[src/bes_pkg.sv]
`default_nettype none

package bes_pkg;

  typedef enum logic [1:0] {
    MODE_PLAIN,
    MODE_DOT,
    MODE_QUOT,
    MODE_PARE
  } bes_mode_t;

  localparam logic [7:0] CH_SQUOTE    = 8'h27;
  localparam logic [7:0] CH_DQUOTE    = 8'h22;
  localparam logic [7:0] CH_DOT       = 8'h2E;
  localparam logic [7:0] CH_COLON     = 8'h3A;
  localparam logic [7:0] CH_RPAREN    = 8'h29;
  localparam logic [7:0] CH_LPAREN    = 8'h28;
  localparam logic [7:0] CH_RBRACE    = 8'h7D;
  localparam logic [7:0] CH_LBRACE    = 8'h7B;
  localparam logic [7:0] CH_RBRACKET  = 8'h5D;
  localparam logic [7:0] CH_LBRACKET  = 8'h5B;
  localparam logic [7:0] CH_BACKSLASH = 8'h5C;

  localparam logic [15:0] DEPTH_MAX = 16'hFFFF;
  localparam int          SEL_BITS  = 16;

  // scan state shared between the step logic and the state registers
  typedef struct packed {
    bes_mode_t   mode;
    bes_mode_t   prev_mode;
    logic [7:0]  quote_char;
    logic [7:0]  bracket_char;
    logic [15:0] nest_depth;
    logic [7:0]  last_char;
    logic        finished;
  } bes_state_t;

  function automatic logic is_close(input logic [7:0] c);
    is_close = (c == CH_RPAREN) || (c == CH_RBRACE) || (c == CH_RBRACKET);
  endfunction

  function automatic logic is_open(input logic [7:0] c);
    is_open = (c == CH_LPAREN) || (c == CH_LBRACE) || (c == CH_LBRACKET);
  endfunction

  function automatic logic is_blank(input logic [7:0] c);
    is_blank = c inside {8'd32, [8'd9:8'd13], 8'h85, 8'hA0};
  endfunction

  function automatic logic [7:0] opener_of(input logic [7:0] c);
    case (c)
      CH_RPAREN:   opener_of = CH_LPAREN;
      CH_RBRACE:   opener_of = CH_LBRACE;
      CH_RBRACKET: opener_of = CH_LBRACKET;
      default:     opener_of = 8'h00;
    endcase
  endfunction

endpackage

`default_nettype wire

[src/bes_char_if.sv]
`default_nettype none

interface bes_char_if;
  logic       valid;
  logic       ready;
  logic [7:0] char_code;
  logic       new_scan;
  logic       text_exhausted;

  modport source (output valid, output char_code, output new_scan,
                  output text_exhausted, input ready);
  modport sink (input valid, input char_code, input new_scan,
                input text_exhausted, output ready);
endinterface

`default_nettype wire

[src/bes_result_if.sv]
`default_nettype none

interface bes_result_if;
  logic        valid;
  logic        ready;
  logic        scan_done;
  logic        select_ok;
  logic [15:0] select_count;

  modport source (output valid, output scan_done, output select_ok,
                  output select_count, input ready);
  modport sink (input valid, input scan_done, input select_ok,
                input select_count, output ready);
endinterface

`default_nettype wire

[src/bes_step.sv]
`default_nettype none

module bes_step import bes_pkg::*; #(
  parameter int COUNT_BITS = 16
) (
  input  bes_state_t              st,
  input  logic [COUNT_BITS-1:0]   count,
  input  logic [7:0]              char_code,
  input  logic                    new_scan,
  input  logic                    text_exhausted,
  output bes_state_t              st_next,
  output logic [COUNT_BITS-1:0]   count_next,
  output logic                    scan_done,
  output logic                    select_ok,
  output logic [SEL_BITS-1:0]     select_count
);

  bes_state_t            s;
  logic [COUNT_BITS-1:0] cnt;
  logic                  stop;
  logic [15:0]           depth_dec;

  always_comb begin
    s = st;
    cnt = count;
    if (new_scan) begin
      s.mode = MODE_PLAIN;
      s.prev_mode = MODE_PLAIN;
      s.quote_char = '0;
      s.bracket_char = '0;
      s.nest_depth = '0;
      s.last_char = '0;
      s.finished = 1'b0;
      cnt = '0;
    end

    st_next = s;
    count_next = cnt;
    stop = 1'b0;
    scan_done = 1'b0;
    select_ok = 1'b0;
    depth_dec = (s.nest_depth != 16'd0) ? s.nest_depth - 16'd1 : 16'd0;

    if (s.finished) begin
      // idle item, nothing changes
    end else if (text_exhausted) begin
      scan_done = 1'b1;
      select_ok = (s.mode == MODE_PLAIN) && (cnt != '0);
    end else begin
      if (s.mode == MODE_PLAIN && (is_close(char_code) || is_open(char_code))) begin
        stop = 1'b1;
      end else if (s.prev_mode == MODE_QUOT && s.mode != MODE_QUOT &&
                   char_code == CH_BACKSLASH && s.last_char == s.quote_char) begin
        // escaped quote: back inside the string
        st_next.mode = MODE_QUOT;
      end else if (s.mode == MODE_PLAIN || s.mode == MODE_DOT) begin
        if (char_code == CH_DOT || char_code == CH_COLON) begin
          st_next.prev_mode = s.mode;
          st_next.mode = MODE_DOT;
        end else if (char_code == CH_SQUOTE || char_code == CH_DQUOTE) begin
          st_next.quote_char = char_code;
          st_next.prev_mode = s.mode;
          st_next.mode = MODE_QUOT;
        end else if (is_close(char_code)) begin
          st_next.nest_depth = 16'd1;
          st_next.bracket_char = char_code;
          st_next.prev_mode = s.mode;
          st_next.mode = MODE_PARE;
        end else if (is_blank(char_code) || is_open(char_code)) begin
          stop = 1'b1;
        end else if (s.mode == MODE_DOT) begin
          st_next.prev_mode = s.mode;
          st_next.mode = MODE_PLAIN;
        end
      end else if (s.mode == MODE_QUOT) begin
        if (char_code == s.quote_char) begin
          st_next.prev_mode = s.mode;
          st_next.mode = MODE_PLAIN;
        end
      end else begin
        if (char_code == opener_of(s.bracket_char)) begin
          st_next.nest_depth = depth_dec;
          if (depth_dec == 16'd0) begin
            st_next.prev_mode = s.mode;
            st_next.mode = MODE_PLAIN;
          end
        end else if (char_code == s.bracket_char) begin
          if (s.nest_depth != DEPTH_MAX) begin
            st_next.nest_depth = s.nest_depth + 16'd1;
          end
        end
      end

      if (stop) begin
        st_next = s;
        scan_done = 1'b1;
        select_ok = (s.mode == MODE_PLAIN) && (cnt != '0);
      end else begin
        st_next.last_char = char_code;
        count_next = cnt + 1'b1;
        // count limit reached: scan fails
        if (&count_next) begin
          scan_done = 1'b1;
        end
      end
    end

    if (scan_done) begin
      st_next.finished = 1'b1;
    end
    select_count = select_ok ? SEL_BITS'(cnt) : '0;
  end

endmodule

`default_nettype wire

[src/backward_expression_selector_core.sv]
// path: a char transfer reaches its result transfer through the input
// register, then the result register
// throughput: one character per cycle while result.ready does not stall it
// reset: synchronous active-high rst empties both registers and leaves the
// scan finished, so items are ignored until one arrives with new_scan set
`default_nettype none

module backward_expression_selector_core import bes_pkg::*; #(
  parameter int COUNT_BITS = 16
) (
  input  wire logic     clk,
  input  wire logic     rst,
  bes_char_if.sink      chars,
  bes_result_if.source  result
);

  logic       in_valid;
  logic [7:0] in_char;
  logic       in_new_scan;
  logic       in_exhausted;
  logic       advance;

  bes_state_t            st;
  bes_state_t            st_next;
  logic [COUNT_BITS-1:0] count;
  logic [COUNT_BITS-1:0] count_next;

  logic                res_valid;
  logic                res_done;
  logic                res_ok;
  logic [SEL_BITS-1:0] res_count;
  logic                step_done;
  logic                step_ok;
  logic [SEL_BITS-1:0] step_count;

  assign advance     = in_valid && (!res_valid || result.ready);
  assign chars.ready = !in_valid || advance;

  always_ff @(posedge clk) begin
    if (rst) begin
      in_valid <= 1'b0;
    end else if (chars.ready) begin
      in_valid <= chars.valid;
    end
  end

  always_ff @(posedge clk) begin
    if (chars.valid && chars.ready) begin
      in_char      <= chars.char_code;
      in_new_scan  <= chars.new_scan;
      in_exhausted <= chars.text_exhausted;
    end
  end

  bes_step #(
    .COUNT_BITS(COUNT_BITS)
  ) u_step (
    .st             (st),
    .count          (count),
    .char_code      (in_char),
    .new_scan       (in_new_scan),
    .text_exhausted (in_exhausted),
    .st_next        (st_next),
    .count_next     (count_next),
    .scan_done      (step_done),
    .select_ok      (step_ok),
    .select_count   (step_count)
  );

  always_ff @(posedge clk) begin
    if (rst) begin
      st.mode         <= MODE_PLAIN;
      st.prev_mode    <= MODE_PLAIN;
      st.quote_char   <= '0;
      st.bracket_char <= '0;
      st.nest_depth   <= '0;
      st.last_char    <= '0;
      st.finished     <= 1'b1;
      count           <= '0;
    end else if (advance) begin
      st    <= st_next;
      count <= count_next;
    end
  end

  always_ff @(posedge clk) begin
    if (rst) begin
      res_valid <= 1'b0;
    end else if (advance) begin
      res_valid <= 1'b1;
    end else if (result.ready) begin
      res_valid <= 1'b0;
    end
  end

  always_ff @(posedge clk) begin
    if (advance) begin
      res_done  <= step_done;
      res_ok    <= step_ok;
      res_count <= step_count;
    end
  end

  assign result.valid        = res_valid;
  assign result.scan_done    = res_done;
  assign result.select_ok    = res_ok;
  assign result.select_count = res_count;

endmodule

`default_nettype wire
[src/flat_wrapper.sv]
// flat-port wrapper written by rule: the top's interface ports become plain ports
module backward_expression_selector_core_flat import bes_pkg::*;
#(
  parameter int COUNT_BITS = 16
)
  (clk, rst, chars_valid, chars_char_code, chars_new_scan, chars_text_exhausted, chars_ready, result_valid, result_scan_done, result_select_ok, result_select_count, result_ready);
  bes_char_if chars_i ();
  bes_result_if result_i ();
  input  wire logic clk;
  input  wire logic rst;
  input wire logic [$bits(chars_i.valid)-1:0] chars_valid;
  input wire logic [$bits(chars_i.char_code)-1:0] chars_char_code;
  input wire logic [$bits(chars_i.new_scan)-1:0] chars_new_scan;
  input wire logic [$bits(chars_i.text_exhausted)-1:0] chars_text_exhausted;
  output wire logic [$bits(chars_i.ready)-1:0] chars_ready;
  output wire logic [$bits(result_i.valid)-1:0] result_valid;
  output wire logic [$bits(result_i.scan_done)-1:0] result_scan_done;
  output wire logic [$bits(result_i.select_ok)-1:0] result_select_ok;
  output wire logic [$bits(result_i.select_count)-1:0] result_select_count;
  input wire logic [$bits(result_i.ready)-1:0] result_ready;
  assign chars_i.valid = chars_valid;
  assign chars_i.char_code = chars_char_code;
  assign chars_i.new_scan = chars_new_scan;
  assign chars_i.text_exhausted = chars_text_exhausted;
  assign chars_ready = chars_i.ready;
  assign result_valid = result_i.valid;
  assign result_scan_done = result_i.scan_done;
  assign result_select_ok = result_i.select_ok;
  assign result_select_count = result_i.select_count;
  assign result_i.ready = result_ready;
  backward_expression_selector_core #(.COUNT_BITS(COUNT_BITS)) u_core (.clk(clk), .rst(rst), .chars(chars_i), .result(result_i));
endmodule
[config.mk]
export PLATFORM = sky130hd
export DESIGN_NAME = backward_expression_selector_core_flat
export DESIGN_NICKNAME = d
export VERILOG_FILES = /design/src/bes_pkg.sv /design/src/bes_char_if.sv /design/src/bes_result_if.sv /design/src/bes_step.sv /design/src/backward_expression_selector_core.sv /design/src/flat_wrapper.sv
export SDC_FILE = /design/constraint.sdc
export NUM_CORES = 1
export LEC_CHECK = 0
export ABC_CLOCK_PERIOD_IN_PS = 3700
export BUFFER_PORTS_ARGS = -buffer_cell sky130_fd_sc_hd__buf_2
export CELL_PAD_IN_SITES_DETAIL_PLACEMENT = 0
export CELL_PAD_IN_SITES_GLOBAL_PLACEMENT = 2
export CORE_UTILIZATION = 38
export CTS_CLUSTER_DIAMETER = 60
export CTS_CLUSTER_SIZE = 12
export DETAILED_ROUTE_END_ITERATION = 8
export GPL_TIMING_DRIVEN = 1
export PLACE_DENSITY = 0.85
export SKIP_LAST_GASP = 1
export SYNTH_ARGS = -nofsm -noshare
export SYNTH_HDL_FRONTEND = slang
export SYNTH_SLANG_ARGS = --single-unit
[constraint.sdc]
create_clock -name clk -period 3.7 [get_ports clk]
set_input_delay 0.555 -clock clk [delete_from_list [all_inputs] [get_ports clk]]
set_output_delay 0.555 -clock clk [all_outputs]
set_load 0.01 [all_outputs]
=== After elaboration in Yosys (flattened, before gate mapping) ===
Index checks and enable logic that the tools add are counted.

* Reductions and logical operators: 28
* Eq/ne operators: 26
* $lt $le $gt $ge: 2
* Muxes and demuxes: 59
* $add $sub $neg: 3

{| class="wikitable"
|+ Operators with widths
! operator !! number
|-
| 16-bit 2-to-1 mux || 11
|-
| 45-bit 2-to-1 mux || 3
|-
| 36-bit 2-to-1 mux || 2
|-
| 8-bit by 6-bit == test with 1-bit output, second input constant || 8
|-
| 8-bit 2-to-1 mux || 8
|-
| 8-bit by 7-bit == test with 1-bit output, second input constant || 7
|-
| 24-bit 2-to-1 mux || 2
|-
| 4-bit 2-to-1 mux || 10
|-
| 34-bit 2-to-1 mux || 1
|-
| 16-bit by 1-bit adder with 16-bit output, second input constant || 2
|-
| 8-bit == test || 4
|-
| 32-bit 2-to-1 mux || 1
|-
| 16-bit nonzero test || 2
|-
| 7-bit case mux with 3 select lines || 1
|-
| 1-bit 2-to-1 mux || 19
|-
| 8-bit == test, second input constant || 2
|-
| 16-bit zero test || 1
|-
| 16-bit inequality test, second input constant || 1
|-
| 16-bit AND reduction || 1
|-
| 16-bit by 1-bit subtractor with 16-bit output, second input constant || 1
|-
| 1-bit logical OR || 11
|-
| 8-bit by 4-bit greater-or-equal comparator with 1-bit output, second input constant || 1
|-
| 8-bit by 4-bit <= comparator with 1-bit output, second input constant || 1
|-
| 1-bit logical AND || 8
|-
| 8 further kinds || 10
|}

* Register bits: 91
* Bits of input ports: 14
* Word-level logic and storage cells: 134
* Output and inout port bits: 20

=== Longest topological paths before layout ===
Gate-level depths: netlist of the first run.

* Depth after elaboration: 19
* Depth in mapped cells: 14
* Mapped depth without buffers: 11

=== Cells and area by module ===
Synthesis of the first run repeated with hierarchy kept, for this count alone.

* Cells, all modules: 890
* Area, all modules: 7,313.3 um2

{| class="wikitable"
|+ Modules (own cells, without submodules)
! module !! times used !! cells each !! sequential area each (um2) !! area each (um2)
|-
| backward_expression_selector_core || 1 || 302 || 2,102.0 || 3,717.3
|-
| bes_step || 1 || 588 || 0.0 || 3,595.9
|}

=== Worst setup path after synthesis of the first run ===
Ideal clock, no wire load.

* Kind: reg-to-reg
* Start: register u_core.in_new_scan
* End: register u_core.st[41] (netlist name)
* Clock period less this slack: 3.204 ns
* Cell stages (with the launch flop): 15
* Required time: 3.642 ns
* Arrival: 3.147 ns
* Setup slack: 0.496 ns
* Library setup time: 0.058 ns
* Buffers on the path: 4
* Path through: edfxtp_1 > buf_2 > buf_2 > clkbuf_1 > nor2b_1 > inv_1 > ha_1 > clkbuf_1 > o21bai_1 > a211oi_1 > a211oi_1 > nor4b_1 > nand4_2 > a2111oi_2 > a21o_1

* Cells in the longest elaborated chain, start to end: 18
* Elaborated cells between the ends (all ways): 48
* Classes of those cells: 1 x add/sub; 10 x eq/ne; 29 x mux; 8 x reduce/logical

{| class="wikitable"
|+ RTL lines
! what !! RTL line !! RTL
|-
| start, declared || backward_expression_selector_core.sv:19 || <nowiki>logic in_new_scan;</nowiki>
|-
| start signal, assigned || backward_expression_selector_core.sv:50 || <nowiki>in_new_scan <= chars.new_scan;</nowiki>
|-
| 45-bit 2-to-1 mux * || bes_step.sv:26 || <nowiki>if (new_scan) begin</nowiki>
|-
| 8-bit by 7-bit == test with 1-bit output / 8-bit by 6-bit == test with 1-bit output (equally long branches) || bes_pkg.sv:51 || <nowiki>case (c)</nowiki>
|-
| 7-bit case mux with 3 select lines || bes_pkg.sv:51 ||
|-
| 8-bit 2-to-1 mux || bes_step.sv:75 || <nowiki>end else if (s.mode == MODE_QUOT) begin</nowiki>
|-
| 8-bit 2-to-1 mux || bes_step.sv:56 || <nowiki>end else if (s.mode == MODE_PLAIN || s.mode == MODE_DOT) begin</nowiki>
|-
| 8-bit 2-to-1 mux || bes_step.sv:52 || <nowiki>end else if (s.prev_mode == MODE_QUOT && s.mode != MODE_QUOT &&</nowiki>
|-
| 8-bit 2-to-1 mux || bes_step.sv:50 || <nowiki>if (s.mode == MODE_PLAIN && (is_close(char_code) || is_open(char_code))) begin</nowiki>
|-
| 8-bit 2-to-1 mux || bes_step.sv:46 || <nowiki>end else if (text_exhausted) begin</nowiki>
|-
| [... 2 more ...] || n/a ||
|-
| 4-bit 2-to-1 mux || bes_step.sv:81 || <nowiki>if (char_code == opener_of(s.bracket_char)) begin</nowiki>
|-
| 4-bit 2-to-1 mux || bes_step.sv:75 ||
|-
| 4-bit 2-to-1 mux || bes_step.sv:56 ||
|-
| 34-bit 2-to-1 mux || bes_step.sv:52 ||
|-
| 36-bit 2-to-1 mux || bes_step.sv:50 ||
|-
| 36-bit 2-to-1 mux || bes_step.sv:94 || <nowiki>if (stop) begin</nowiki>
|-
| 45-bit 2-to-1 mux || bes_step.sv:46 ||
|-
| 45-bit 2-to-1 mux * || bes_step.sv:44 || <nowiki>if (s.finished) begin</nowiki>
|}

Mark *: on every way between the ends. The rest lies on a longest branch, timed or not. The select of a mux whose other input is x is not followed.
A chain may end at the register's enable or synchronous reset.

=== Final worst setup path of the first run ===
* Start: register u_core.in_char[1]
* End: register u_core.res_count[8], in the netlist u_core.result.select_count[8], data pin

* Cells in the longest elaborated chain, start to end: 16
* Elaborated cells between the ends (all ways): 41
* Classes of those cells: 2 x order compare; 14 x eq/ne; 12 x mux; 13 x reduce/logical

{| class="wikitable"
|+ RTL lines
! what !! RTL line !! RTL
|-
| start, declared || backward_expression_selector_core.sv:18 || <nowiki>logic [7:0] in_char;</nowiki>
|-
| start signal, assigned || backward_expression_selector_core.sv:49 || <nowiki>in_char <= chars.char_code;</nowiki>
|-
| 8-bit by 4-bit greater-or-equal comparator with 1-bit output (tied with other cells) || bes_pkg.sv:47 || <nowiki>is_blank = c inside {8'd32, [8'd9:8'd13], 8'h85, 8'hA0};</nowiki>
|-
| 1-bit logical AND / 1-bit logical OR (equally long branches) || bes_pkg.sv:47, bes_pkg.sv:43 ||
|-
| 4-bit nonzero test / 1-bit logical OR (equally long branches) || bes_pkg.sv:47, bes_pkg.sv:43 ||
|-
| 1-bit logical OR || bes_step.sv:69 || <nowiki>end else if (is_blank(char_code) || is_open(char_code)) begin</nowiki>
|-
| 1-bit 2-to-1 mux || bes_step.sv:69 ||
|-
| 1-bit 2-to-1 mux || bes_step.sv:64 || <nowiki>end else if (is_close(char_code)) begin</nowiki>
|-
| 1-bit 2-to-1 mux || bes_step.sv:60 || <nowiki>end else if (char_code == CH_SQUOTE || char_code == CH_DQUOTE) begin</nowiki>
|-
| 1-bit 2-to-1 mux || bes_step.sv:57 || <nowiki>if (char_code == CH_DOT || char_code == CH_COLON) begin</nowiki>
|-
| 1-bit 2-to-1 mux || bes_step.sv:56 ||
|-
| 1-bit 2-to-1 mux || bes_step.sv:52 ||
|-
| 1-bit 2-to-1 mux * || bes_step.sv:50 ||
|-
| 1-bit 2-to-1 mux * || bes_step.sv:46 ||
|-
| 1-bit 2-to-1 mux * || bes_step.sv:44 ||
|-
| 1-bit 2-to-1 mux * || bes_step.sv:94 ||
|-
| 1-bit 2-to-1 mux * || bes_step.sv:46 ||
|-
| 1-bit 2-to-1 mux * || bes_step.sv:44 ||
|-
| end signal, assigned || backward_expression_selector_core.sv:100 || <nowiki>res_count <= step_count;</nowiki>
|-
| end, declared || backward_expression_selector_core.sv:31 || <nowiki>logic [SEL_BITS-1:0] res_count;</nowiki>
|}

Marks and branches as above.

==> summary.md, run 1 <==
| Metric | Value |
|---|---|
| Status | complete, no violations |
| Post-synth top area share | between 10% and 20% |
| Post-synthesis xor/xnor area fraction | between 5 and 6% |
| Yosys synthesis warning count | 0 |
| Vias in the first global route | 5769 |
| Avg Inst Size Synth | ~8.3 um^2 |
| Root buffer cell | clkbuf_16 |
| DP HPWL | about 15000 um |
| Seq/Total Area, Yosys | approximately 33% |
| Main combinational cell family by area after synthesis | simple AND/OR/NAND/NOR gates |
| Lkg Pwr | about 2.4 nW |
| Reg2reg setup slack | between 0.4 and 0.5 ns |
| Wirelength per Cell | 20.71 um |
| Gpl congestion | about 0.92 |
| Num ports | 34 |
| Finish-stage setup viols | 0 |
| M1 GR Usage | around a third |
| Critical path class | reg -> reg |
| Proportion of layout cells with a drive suffix above 1 | 13.70% |
| Post-synthesis compound-gate area fraction | about 23% |
| Clk buf depth | 2 |
| Data arrival, critical path | 3.51 ns |
| Port Buf Inserts | 33 |
| Gr busiest metal | met2 |
| Worst VDD drop | roughly 0.00028 V |
| Vias per inst | just over 6 |
| Reg-to-Reg End | u_core.result.select_count[8] |
| Met2 GRT Util | about two fifths |
| Vias | 6164 |
| Ys async rst share | 0% |
| Post-cts sizing count | 0 |
| Maxcap violations | 0 |
| Synth Cell Area | between 6000 and 7000 um^2 |
| DIE AREA | approximately 17000 um^2 |
| Worst Setup EP | u_core.result.select_count[8] |
| Syn Inst Count | between 700 and 800 |
| Synth Flop Type | dfxtp_1 |
| Initial antenna violation count | 0 |
| Most common cell in the netlist | nor2_1 |
| Clk sink count | 91 |
| N_diodes | 0 |
| Layout Skew | approximately 0.015 ns |
| Largest cells by area after synthesis | dfxtp_1, edfxtp_1, nor2_1, xnor2_1, nand2_1 |
| Nets@finish | a little under 800 |
| Endpoint class of the critical path | register |
| Worst r2r src | u_core.in_char[1] |
| DRT Pass-1 Iters | 5 |
| Hold Fails Final Rpt | 0 |
| Post-synth EDFFs | 28 |
| Power per standard cell area | approximately 330 nW/um^2 |
| Total congestion overflow | 0 |
| CP Max Fanout | 15 |
| Start point of the critical path | u_core.in_char[1] |
| Dpl cells | between 900 and 1000 |
| Worst Tran Pin Value | ~0.94 ns |
| Cell variety after synth | 90 |
| Clock buffers created by TritonCTS | 9 |
| Mapped Nets | a little under 800 |
| Post-CTS Setup Inserts | 0 |
| Setup crit start kind | register |
| RSZ-0062 raised after global routing | false |
| Post-Synth Simple-Gate Area | ~30% |
| Fmax | approximately 300 MHz |
| Die Wd | 130.9 um |
| Grt met3 use | roughly 4.6% |
| GRT Overall Usage | 25.33% |
| Mux contribution to synthesized area | approximately 1.3% |
| H-tree lvl count | 3 |
| Post-layout min period | between 3 and 4 ns |
| Period utilization | 88.78% |
| Antenna viol nets, final | 0 |
| Yosys reg bits | a little over 90 |
| First-pass GRT wire length | about 33000 um |
| Synth top cells by count | nor2_1, nand2_1, dfxtp_1 |
| Initial Util | approximately two fifths |
| Core footprint | approximately 16000 um^2 |
| DRC viols | 0 |
| CTS tree | built |
| Required @ worst endpoint | around 3.9 ns |
| Synth area leader | dfxtp_1 |
| Setup TNS | 0 ns |
| Pins Over Slew Limit | 0 |
| Die height | 130.9 um |
| Post-CTS Hold Fix Bufs | 0 |
| Hold Path Class | in -> reg |
| Largest net degree at the start of global routing | 39 |
| Final Non-Filler Cells | around 1000 |
| Worst r2r path cells | 7 |
| Routed wire length | 20640 um |
| Initial DRC Count | between 700 and 800 |
| Synthesis-to-finish area growth | 11.01% |
| Worst-skew pair later-pin latency | 0.37 ns |
| Clk slew on worst S/H paths | around 0.080 ns |
| Floorplan row count | between 40 and 50 |
| Slew margin rel. | roughly 37% |
| Synth Area in Adders | 1.188% |
## power breakdown
| part | total (W) | leakage [nW] | switching, W | internal [W] |
|---|---|---|---|---|
| clock network | 0.000988 | 0.154 | 0.000498 | 0.000490 |
| registers | 0.00108 | 0.770 | 0.0000320 | 0.00105 |
| logic | 0.000241 | 1.51 | 0.000159 | 0.0000821 |
| total | 0.00231 | 2.43 | 0.000689 | 0.00162 |
## worst max-delay path: stages (launching register included)
cell      delay (ns)
edfxtp_1        0.64
nor4_1          0.52
o2bb2a_1        0.31
o211ai_2        0.49
a21oi_2         0.09
a221o_1         0.38
nor2_1          0.49
and2_1          0.22
## layer usage
layer  share of wire, %  vias up
met5                  0        -
met4                2.7        0
met3                7.0       47
met2                 45      260
met1                 45     2961
li1                   -     2896
## metrics by stage
| step | util [%] | total power (W) | hold WS (ns) | setup slack [ns] | instance area [um^2] |
|---|---|---|---|---|---|
| after CTS | 43.67 | 0.002318 | 0.3546 | 0.3934 | 7013 |
| after global routing | 43.67 | 0.002385 | 0.3585 | 0.1203 | 7013 |
| final | 43.67 | 0.002310 | 0.3575 | 0.4152 | 7013 |
| after detailed placement | 41.69 | 0.001341 | 0.4833 | 0.4227 | 6694 |
| after floorplan | - | 0.001249 | 0.4417 | 0.4956 | 6317 |
| after global placement | 41.69 | 0.001340 | 0.4880 | 0.4944 | 6694 |
## worst min-delay path by stage
stage / cells after the start / start / end / slack (ns)
floorplan: 2 / u_core.st[42] / u_core.st[42] / 0.44
global placement: 2 / u_core.st[42] / u_core.st[42] / 0.49
detailed placement: 2 / u_core.st[42] / u_core.st[42] / 0.48
CTS: 1 / chars_char_code[7] / u_core.in_char[7] / 0.35
global route: 1 / chars_char_code[1] / u_core.in_char[1] / 0.36
finish: 1 / chars_char_code[7] / u_core.in_char[7] / 0.36
## cells in the final DEF (no fill, tap or decap), types with 5 or more instances in the layout
master,count
a21o_1,5
a21oi_1,35
a32oi_1,8
a22oi_1,12
and3_1,17
ha_1,6
buf_4,29
nor3b_1,5
nand3_1,27
nor2b_1,13
nor3_1,21
o211ai_1,9
dfxtp_1,63
o21ai_0,31
nand2b_1,9
edfxtp_1,28
nor4_1,14
nand4_1,18
nand4b_1,9
a211o_1,6
a211oi_1,9
nor4b_1,8
a31oi_1,8
buf_2,33
a32o_1,6
and2_1,22
xnor2_1,28
nand2_1,65
nor2_1,70
clkbuf_16,9
xor2_1,9
o31ai_1,6
inv_1,20
mux2i_1,7
or3_1,9
## state kept, by name, indices dropped and copies added, names as in the netlist
signal,cells
u_core.in_exhausted,1
u_core.st,45
u_core.result.valid,1
u_core.in_new_scan,1
u_core.in_char,8
u_core.result.select_ok,1
u_core.result.scan_done,1
u_core.result.select_count,16
u_core.in_valid,1
u_core.count,16
## layout make-up
cell class / instances / area [um^2]
fill: 1575 / 9045
multi-input combinational: 591 / 3860
sequential: 91 / 2102
timing repair buffer: 62 / 382.9
tap: 216 / 270.3
clock buffer: 9 / 225.2
clock inverter: 7 / 93.84
inverter: 21 / 78.83
## cells by family (layout without fill, tap and decap cells)
| kind of cell | count (synthesis) | in the layout |
|---|---|---|
| AO/OA/AOI/OAI | 197 | 197 |
| multiplexers | 8 | 8 |
| XOR/XNOR | 37 | 37 |
| AND/OR/NAND/NOR | 343 | 343 |
| adder cells (fa/ha/maj) | 6 | 6 |
| flip-flops | 91 | 91 |
| buffers and inverters | 78 | 99 |
Power figures use the tool's default switching activity.
==> run 2: changes to the inputs <==
--- a/config.mk
+++ b/config.mk
@@ -5,7 +5,7 @@
 export SDC_FILE = /design/constraint.sdc
 export NUM_CORES = 1
 export LEC_CHECK = 0
-export ABC_CLOCK_PERIOD_IN_PS = 3700
+export ABC_CLOCK_PERIOD_IN_PS = 3300
 export BUFFER_PORTS_ARGS = -buffer_cell sky130_fd_sc_hd__buf_2
 export CELL_PAD_IN_SITES_DETAIL_PLACEMENT = 0
 export CELL_PAD_IN_SITES_GLOBAL_PLACEMENT = 2
==> constraint.sdc (replaced) <==
create_clock -name clk -period 3.3 [get_ports clk]
set_input_delay 0.495 -clock clk [delete_from_list [all_inputs] [get_ports clk]]
set_output_delay 0.495 -clock clk [all_outputs]
set_load 0.01 [all_outputs]
==> run 2 against run 1 <==
Register-to-register slack got worse by 0.17 ns; final cell count rose by 1.9%; combinational power rose by 20%; clock power rose by 9%; routed wire length rose by 1.4%; die area did not move; worst setup slack got worse by 0.17 ns; non-clock buffer count rose by 19.
==> summary.md, run 2 (synthesis results as in run 1) <==
| Metric | Value |
|---|---|
| Clock buffers created by TritonCTS | 9 (unchanged) |
| Worst VDD drop | 0.0003467 V (+22%) |
| RSZ-0062 raised after global routing | false |
| Lkg Pwr | 2.529 nW (+4.0%) |
| Floorplan row count | 46 (unchanged) |
| Nets@finish | 815 (+2.4%) |
| Data arrival, critical path | 3.34 ns (-0.17 ns) |
| Largest Register | u_core.st |
| Hold Path Class | in -> reg |
| N_diodes | 0 (unchanged) |
| Hold Fails Final Rpt | 0 (unchanged) |
| Critical path class | reg -> reg |
| Endpoint class of the critical path | register |
| H-tree lvl count | 3 (unchanged) |
| Clk slew on worst S/H paths | 0.08 ns (about the same) |
| Fillcell total | 1583 (+0.51%) |
| Vias in the first global route | 5869 (+1.7%) |
| Slew margin rel. | 53.08% (+16 points) |
| Register area | 2102 um^2 (unchanged) |
| Core footprint | 16060 um^2 (unchanged) |
| Die Wd | 130.9 um (unchanged) |
| Final Non-Filler Cells | 1016 (+1.9%) |
| Post-CTS Hold Fix Bufs | 0 (unchanged) |
| Maxcap violations | 0 (unchanged) |
| Fmax | 326.9 MHz (+7.4%) |
| Worst r2r src | u_core.in_char[4] |
| Num ports | 34 (unchanged) |
| Finish-stage setup viols | 0 (unchanged) |
| Worst-skew pair later-pin latency | 0.36 ns (about the same) |
| Clk sink count | 91 (unchanged) |
| Die height | 130.9 um (unchanged) |
| GRT Overall Usage | 25.54% (+0.21 points) |
| Setup crit start kind | register |
| Proportion of layout cells with a drive suffix above 1 | 15.88% (+2.2 points) |
| DP HPWL | 15190 um (+2.9%) |
| Wirelength per Cell | 20.61 um (-0.48%) |
| Worst r2r path cells | 7 (unchanged) |
| Largest net degree at the start of global routing | 51 (+31%) |
| Period utilization | 92.70% (+3.9 points) |
| Area occupied by multi-input gates | 3866 um^2 (+0.16%) |
| Hold Path Stages | 1 (unchanged) |
| Gpl congestion | 0.9506 (+3.3%) |
| DRC viols | 0 (unchanged) |
| Initial DRC Count | 574 (-20%) |
| Initial antenna violation count | 0 (unchanged) |
| Vias per inst | 6.168 (-0.23%) |
| Initial Util | 39.34% (unchanged) |
| Commonest non-fill, non-tap cell in the layout | nor2_1 |
| CP Max Fanout | 15 (unchanged) |
| Root buffer cell | clkbuf_16 |
| Synthesis-to-finish area growth | 13.31% |
| DIE AREA | 17140 um^2 (unchanged) |
| Layout Utilization | 44.58% (+0.90 points) |
| Hold_sp | chars_char_code[7] |
| Antenna viol nets, final | 0 (unchanged) |
| Max reg flops | 45 (unchanged) |
| Clk buf depth | 2 (unchanged) |
| Routed wire length | 20940 um (+1.4%) |
| Dpl cells | 1000 (+1.9%) |
| Required @ worst endpoint | 3.58 ns (-0.35 ns) |
| Setup TNS | 0 ns (unchanged) |
| Worst Tran Pin Value | 0.6974 ns (-0.2444 ns) |
| Post-layout min period | 3.059 ns (-0.2258 ns) |
| Start point of the critical path | u_core.in_char[4] |
| Status | complete, no violations |
| Power per standard cell area | 359.8 nW/um^2 (+9.3%) |
| Commonest non-fill, non-tap cells in the layout | nor2_1, nand2_1, dfxtp_1 |
| CTS tree | built |
| Vias | 6267 (+1.7%) |
| Layout Skew | 0.01207 ns (-0.003097 ns) |
| Port Buf Inserts | 33 (unchanged) |
| Pins Over Slew Limit | 0 (unchanged) |
| Total congestion overflow | 0 (unchanged) |
| DRT Pass-1 Iters | 5 (unchanged) |
| First-pass GRT wire length | 33060 um (+0.10%) |
==> run 2: where the power goes <==
group	switching (W)	internal [W]	leakage, nW
logic	0.000188	0.0000998	1.61
clock network	0.000539	0.000543	0.147
registers	0.0000299	0.00118	0.770
total	0.000757	0.00182	2.53
==> run 2: worst paths after layout <==
check / to / slack, ns
setup / recovery: u_core.st[18] / 0.24
hold / removal: u_core.in_char[7] / 0.32
hold reg to reg: u_core.st[42] / 0.51
setup reg to reg: u_core.st[18] / 0.24
==> run 2: cell type report <==
type,instances,share of cell area (%)
Tap cell,216,3.776
Inverter,21,1.101
Clock inverter,7,1.084
Sequential cell,91,29.37
Clock buffer,9,3.146
Timing Repair Buffer,81,7.516
Multi-Input combinational cell,591,54.01
==> run 2: worst max-delay path, cell delays in order, from the launching register on <==
cell and delay, ns:
edfxtp_1 0.61, nor4b_1 0.62, o211a_1 0.30, nor3b_2 0.13, a211oi_4 0.42, nand3_2 0.22, or4_1 0.57, o211ai_1 0.12
==> run 2: through the flow <==
step	setup slack (ns)	power, W	hold slack [ns]	instance area [um^2]
finish	0.2410	0.002575	0.3155	7158
global route	0.005390	0.002661	0.3048	7158
CTS	0.2753	0.002591	0.3064	7152
detailed placement	0.2967	0.001513	0.5033	6849
global placement	0.3373	0.001512	0.4997	6849
floorplan	0.09563	0.001400	0.4417	6317
==> run 2: per-layer routing <==
layer / GRT usage, % / wire [um] / part of all wire [%]
met3: 4.112 / 1555 / 7.4
met2: 40.31 / 9485 / 45
met5: 0 / 0 / 0
met1: 35.15 / 9405 / 45
met4: 9.060 / 490 / 2.3
==> run 2: repair_timing <==
action                                  4_1_cts  5_1_grt
endpoints found under the setup margin        0        2
resized for setup                             0        1
buffers inserted                              0        0
==> run 3: changes to the inputs <==
--- a/config.mk
+++ b/config.mk
@@ -5,16 +5,15 @@
 export SDC_FILE = /design/constraint.sdc
 export NUM_CORES = 1
 export LEC_CHECK = 0
-export ABC_CLOCK_PERIOD_IN_PS = 3300
 export BUFFER_PORTS_ARGS = -buffer_cell sky130_fd_sc_hd__buf_2
 export CELL_PAD_IN_SITES_DETAIL_PLACEMENT = 0
 export CELL_PAD_IN_SITES_GLOBAL_PLACEMENT = 2
-export CORE_UTILIZATION = 38
+export CORE_UTILIZATION = 41
 export CTS_CLUSTER_DIAMETER = 60
 export CTS_CLUSTER_SIZE = 12
 export DETAILED_ROUTE_END_ITERATION = 8
 export GPL_TIMING_DRIVEN = 1
-export PLACE_DENSITY = 0.85
+export PLACE_DENSITY = 0.9
 export SKIP_LAST_GASP = 1
 export SYNTH_ARGS = -nofsm -noshare
 export SYNTH_HDL_FRONTEND = slang
==> constraint.sdc (replaced) <==
create_clock -name clk -period 3.7 [get_ports clk]
set_input_delay 0.555 -clock clk [delete_from_list [all_inputs] [get_ports clk]]
set_output_delay 0.555 -clock clk [all_outputs]
set_load 0.01 [all_outputs]
==> run 3 against run 2 <==
Final cell count fell by 4.3%; utilization up 1.6 points; die area fell by 7.2%; worst setup slack improved by 0.15 ns; clock power is 7% lower.
==> summary.md, run 3 (synthesis results as in run 1) <==
| Metric | Value |
|---|---|
| Layout Skew | 0.007947 ns (-0.004118 ns) |
| Area occupied by multi-input gates | 3860 um^2 (-0.16%) |
| Fillcell total | 1448 (-8.5%) |
| Worst r2r path cells | 8 (+1) |
| Worst r2r src | u_core.in_char[2] |
| Post-CTS Setup Inserts | 0 (unchanged) |
| DRC viols | 0 (unchanged) |
| Hold Path Stages | 1 (unchanged) |
| Vias | 6309 (+0.67%) |
| Maxcap violations | 0 (unchanged) |
| Hold Path Class | in -> reg |
| Initial DRC Count | 639 (+11%) |
| Fmax | 302.6 MHz (-7.4%) |
| Wirelength per Cell | 20.79 um (+0.91%) |
| Clk sink count | 91 (unchanged) |
| Register area | 2102 um^2 (unchanged) |
| Worst-skew pair later-pin latency | 0.36 ns (about the same) |
| Initial Util | 41.71% (+2.4 points) |
| H-tree lvl count | 3 (unchanged) |
| Largest Register | u_core.st |
| Place WS | 0.4882 ns (+0.1916 ns) |
| Clk slew on worst S/H paths | 0.07 ns (about the same) |
| Commonest non-fill, non-tap cells in the layout | nor2_1, nand2_1, dfxtp_1 |
| Required @ worst endpoint | 3.98 ns (+0.40 ns) |
| DRT Pass-1 Iters | 5 (unchanged) |
| Port Buf Inserts | 33 (unchanged) |
| Post-cts sizing count | 0 (unchanged) |
| Floorplan row count | 45 (-2.2%) |
| DIE AREA | 15910 um^2 (-7.2%) |
| Endpoint class of the critical path | register |
| Power per standard cell area | 331.7 nW/um^2 (-7.8%) |
| Worst VDD drop | 0.0003235 V (-6.7%) |
| Core footprint | 15150 um^2 (-5.7%) |
| Die Wd | 126.1 um (-3.7%) |
| Synthesis-to-finish area growth | 10.79% |
| Hold_sp | chars_char_code[4] |
| Total congestion overflow | 0 (unchanged) |
| Lkg Pwr | 2.450 nW (-3.1%) |
| Vias per inst | 6.491 (+5.2%) |
| Slew margin rel. | 38.60% (-14 points) |
| Final setup margin | 0.3950 ns (+0.1540 ns) |
| Antenna viol nets, final | 0 (unchanged) |
| Hold WS | 0.3709 ns (+0.05545 ns) |
| Commonest non-fill, non-tap cell in the layout | nor2_1 |
| Clk buf depth | 2 (unchanged) |
| Post-layout min period | 3.305 ns (+0.2460 ns) |
| Status | complete, no violations |
| Post-CTS Hold Fix Bufs | 0 (unchanged) |
| Worst Tran Pin Value | 0.9125 ns (+0.2152 ns) |
| Num ports | 34 (unchanged) |
| Nets@finish | 799 (-2.0%) |
| RSZ-0062 raised after global routing | false |
| Max reg flops | 45 (unchanged) |
| N_diodes | 0 (unchanged) |
| Setup TNS | 0 ns (unchanged) |
| Slowest-stage cell, CP | edfxtp_1 |
| Hold Fails Final Rpt | 0 (unchanged) |
| CTS tree | built |
| Initial antenna violation count | 0 (unchanged) |
| Period utilization | 89.32% (-3.4 points) |
| Start point of the critical path | u_core.in_char[2] |
| Routed wire length | 20210 um (-3.5%) |
| Pins Over Slew Limit | 0 (unchanged) |
| Root buffer cell | clkbuf_16 |
| GRT Overall Usage | 25.74% (+0.20 points) |
| CP peak stage delay | 0.63 ns (about the same) |
| Setup crit start kind | register |
| Gpl congestion | 0.9463 (-0.45%) |
| Data arrival, critical path | 3.59 ns (+0.25 ns) |
| Vias in the first global route | 5948 (+1.3%) |
| Total power | 0.002322 W (-9.9%) |
| First-pass GRT wire length | 32000 um (-3.2%) |
| CP Max Fanout | 15 (unchanged) |
| Largest net degree at the start of global routing | 35 (-31%) |
| Critical path class | reg -> reg |
| DP HPWL | 14650 um (-3.5%) |
| Die height | 126.1 um (-3.7%) |
| Finish-stage setup viols | 0 (unchanged) |
| Proportion of layout cells with a drive suffix above 1 | 14.03% (-1.8 points) |
| Cell Chain, Critical Path | nor4b_1 -> o211a_1 -> nor3b_2 -> buf_4 -> a211oi_4 -> nand3_2 -> or4_1 -> o211ai_1 |
| Clock buffers created by TritonCTS | 9 (unchanged) |
run 3: changes by cell type in the layout (fill, tap and decap cells not counted), sizes merged:
cell / change
clkinvlp: -1
buf: -16
inv: -1
clkinv: +1
bufinv: +1
run 3: per-stage QoR:
step | utilization, % | cell area [um^2] | instances
2_1_floorplan | - | 6317 | 760
5_1_grt | 46.21 | 6999 | 972
6_report | 46.21 | 6999 | 972
3_3_place_gp | 44.11 | 6681 | 956
3_5_place_dp | 44.11 | 6681 | 956
4_1_cts | 46.21 | 6999 | 972
run 3: worst max-delay path, delay by kind of cell (launching register included):
family / cells / cell delay (ns)
compound gates: 3 / 0.82
flops: 1 / 0.63
buf+inv: 1 / 0.19
simple gates: 4 / 1.61
run 3: layout make-up:
class                      instances  area share [%]
tap                              188           3.361
clock buffer                       9           3.218
sequential                        91           30.03
multi-input combinational        591           55.15
inverter                          21           1.126
timing repair buffer              65           5.792
clock inverter                     7           1.323
run 3: path summary, 6_finish.rpt:
kind | to | slack, ns
setup reg to reg | u_core.st[18] | 0.39
setup / recovery | u_core.st[18] | 0.39
hold reg to reg | u_core.st[42] | 0.51
hold / removal | u_core.in_char[4] | 0.37
run 3: where the power goes:
part,switching (W),internal (W),leakage [nW]
Sequential,0.0000341,0.00105,0.770
Clock,0.000456,0.000543,0.156
Combinational,0.000155,0.0000839,1.52
Total,0.000645,0.00168,2.45
run 3: layer usage:
metal / vias up / GRT usage (%) / wire length, um
met5: - / 0 / 0
met4: 0 / 10.91 / 673
met3: 71 / 4.843 / 1686
met2: 318 / 41.11 / 9191
met1: 3004 / 33.98 / 8659
li1: 2916 / - / -
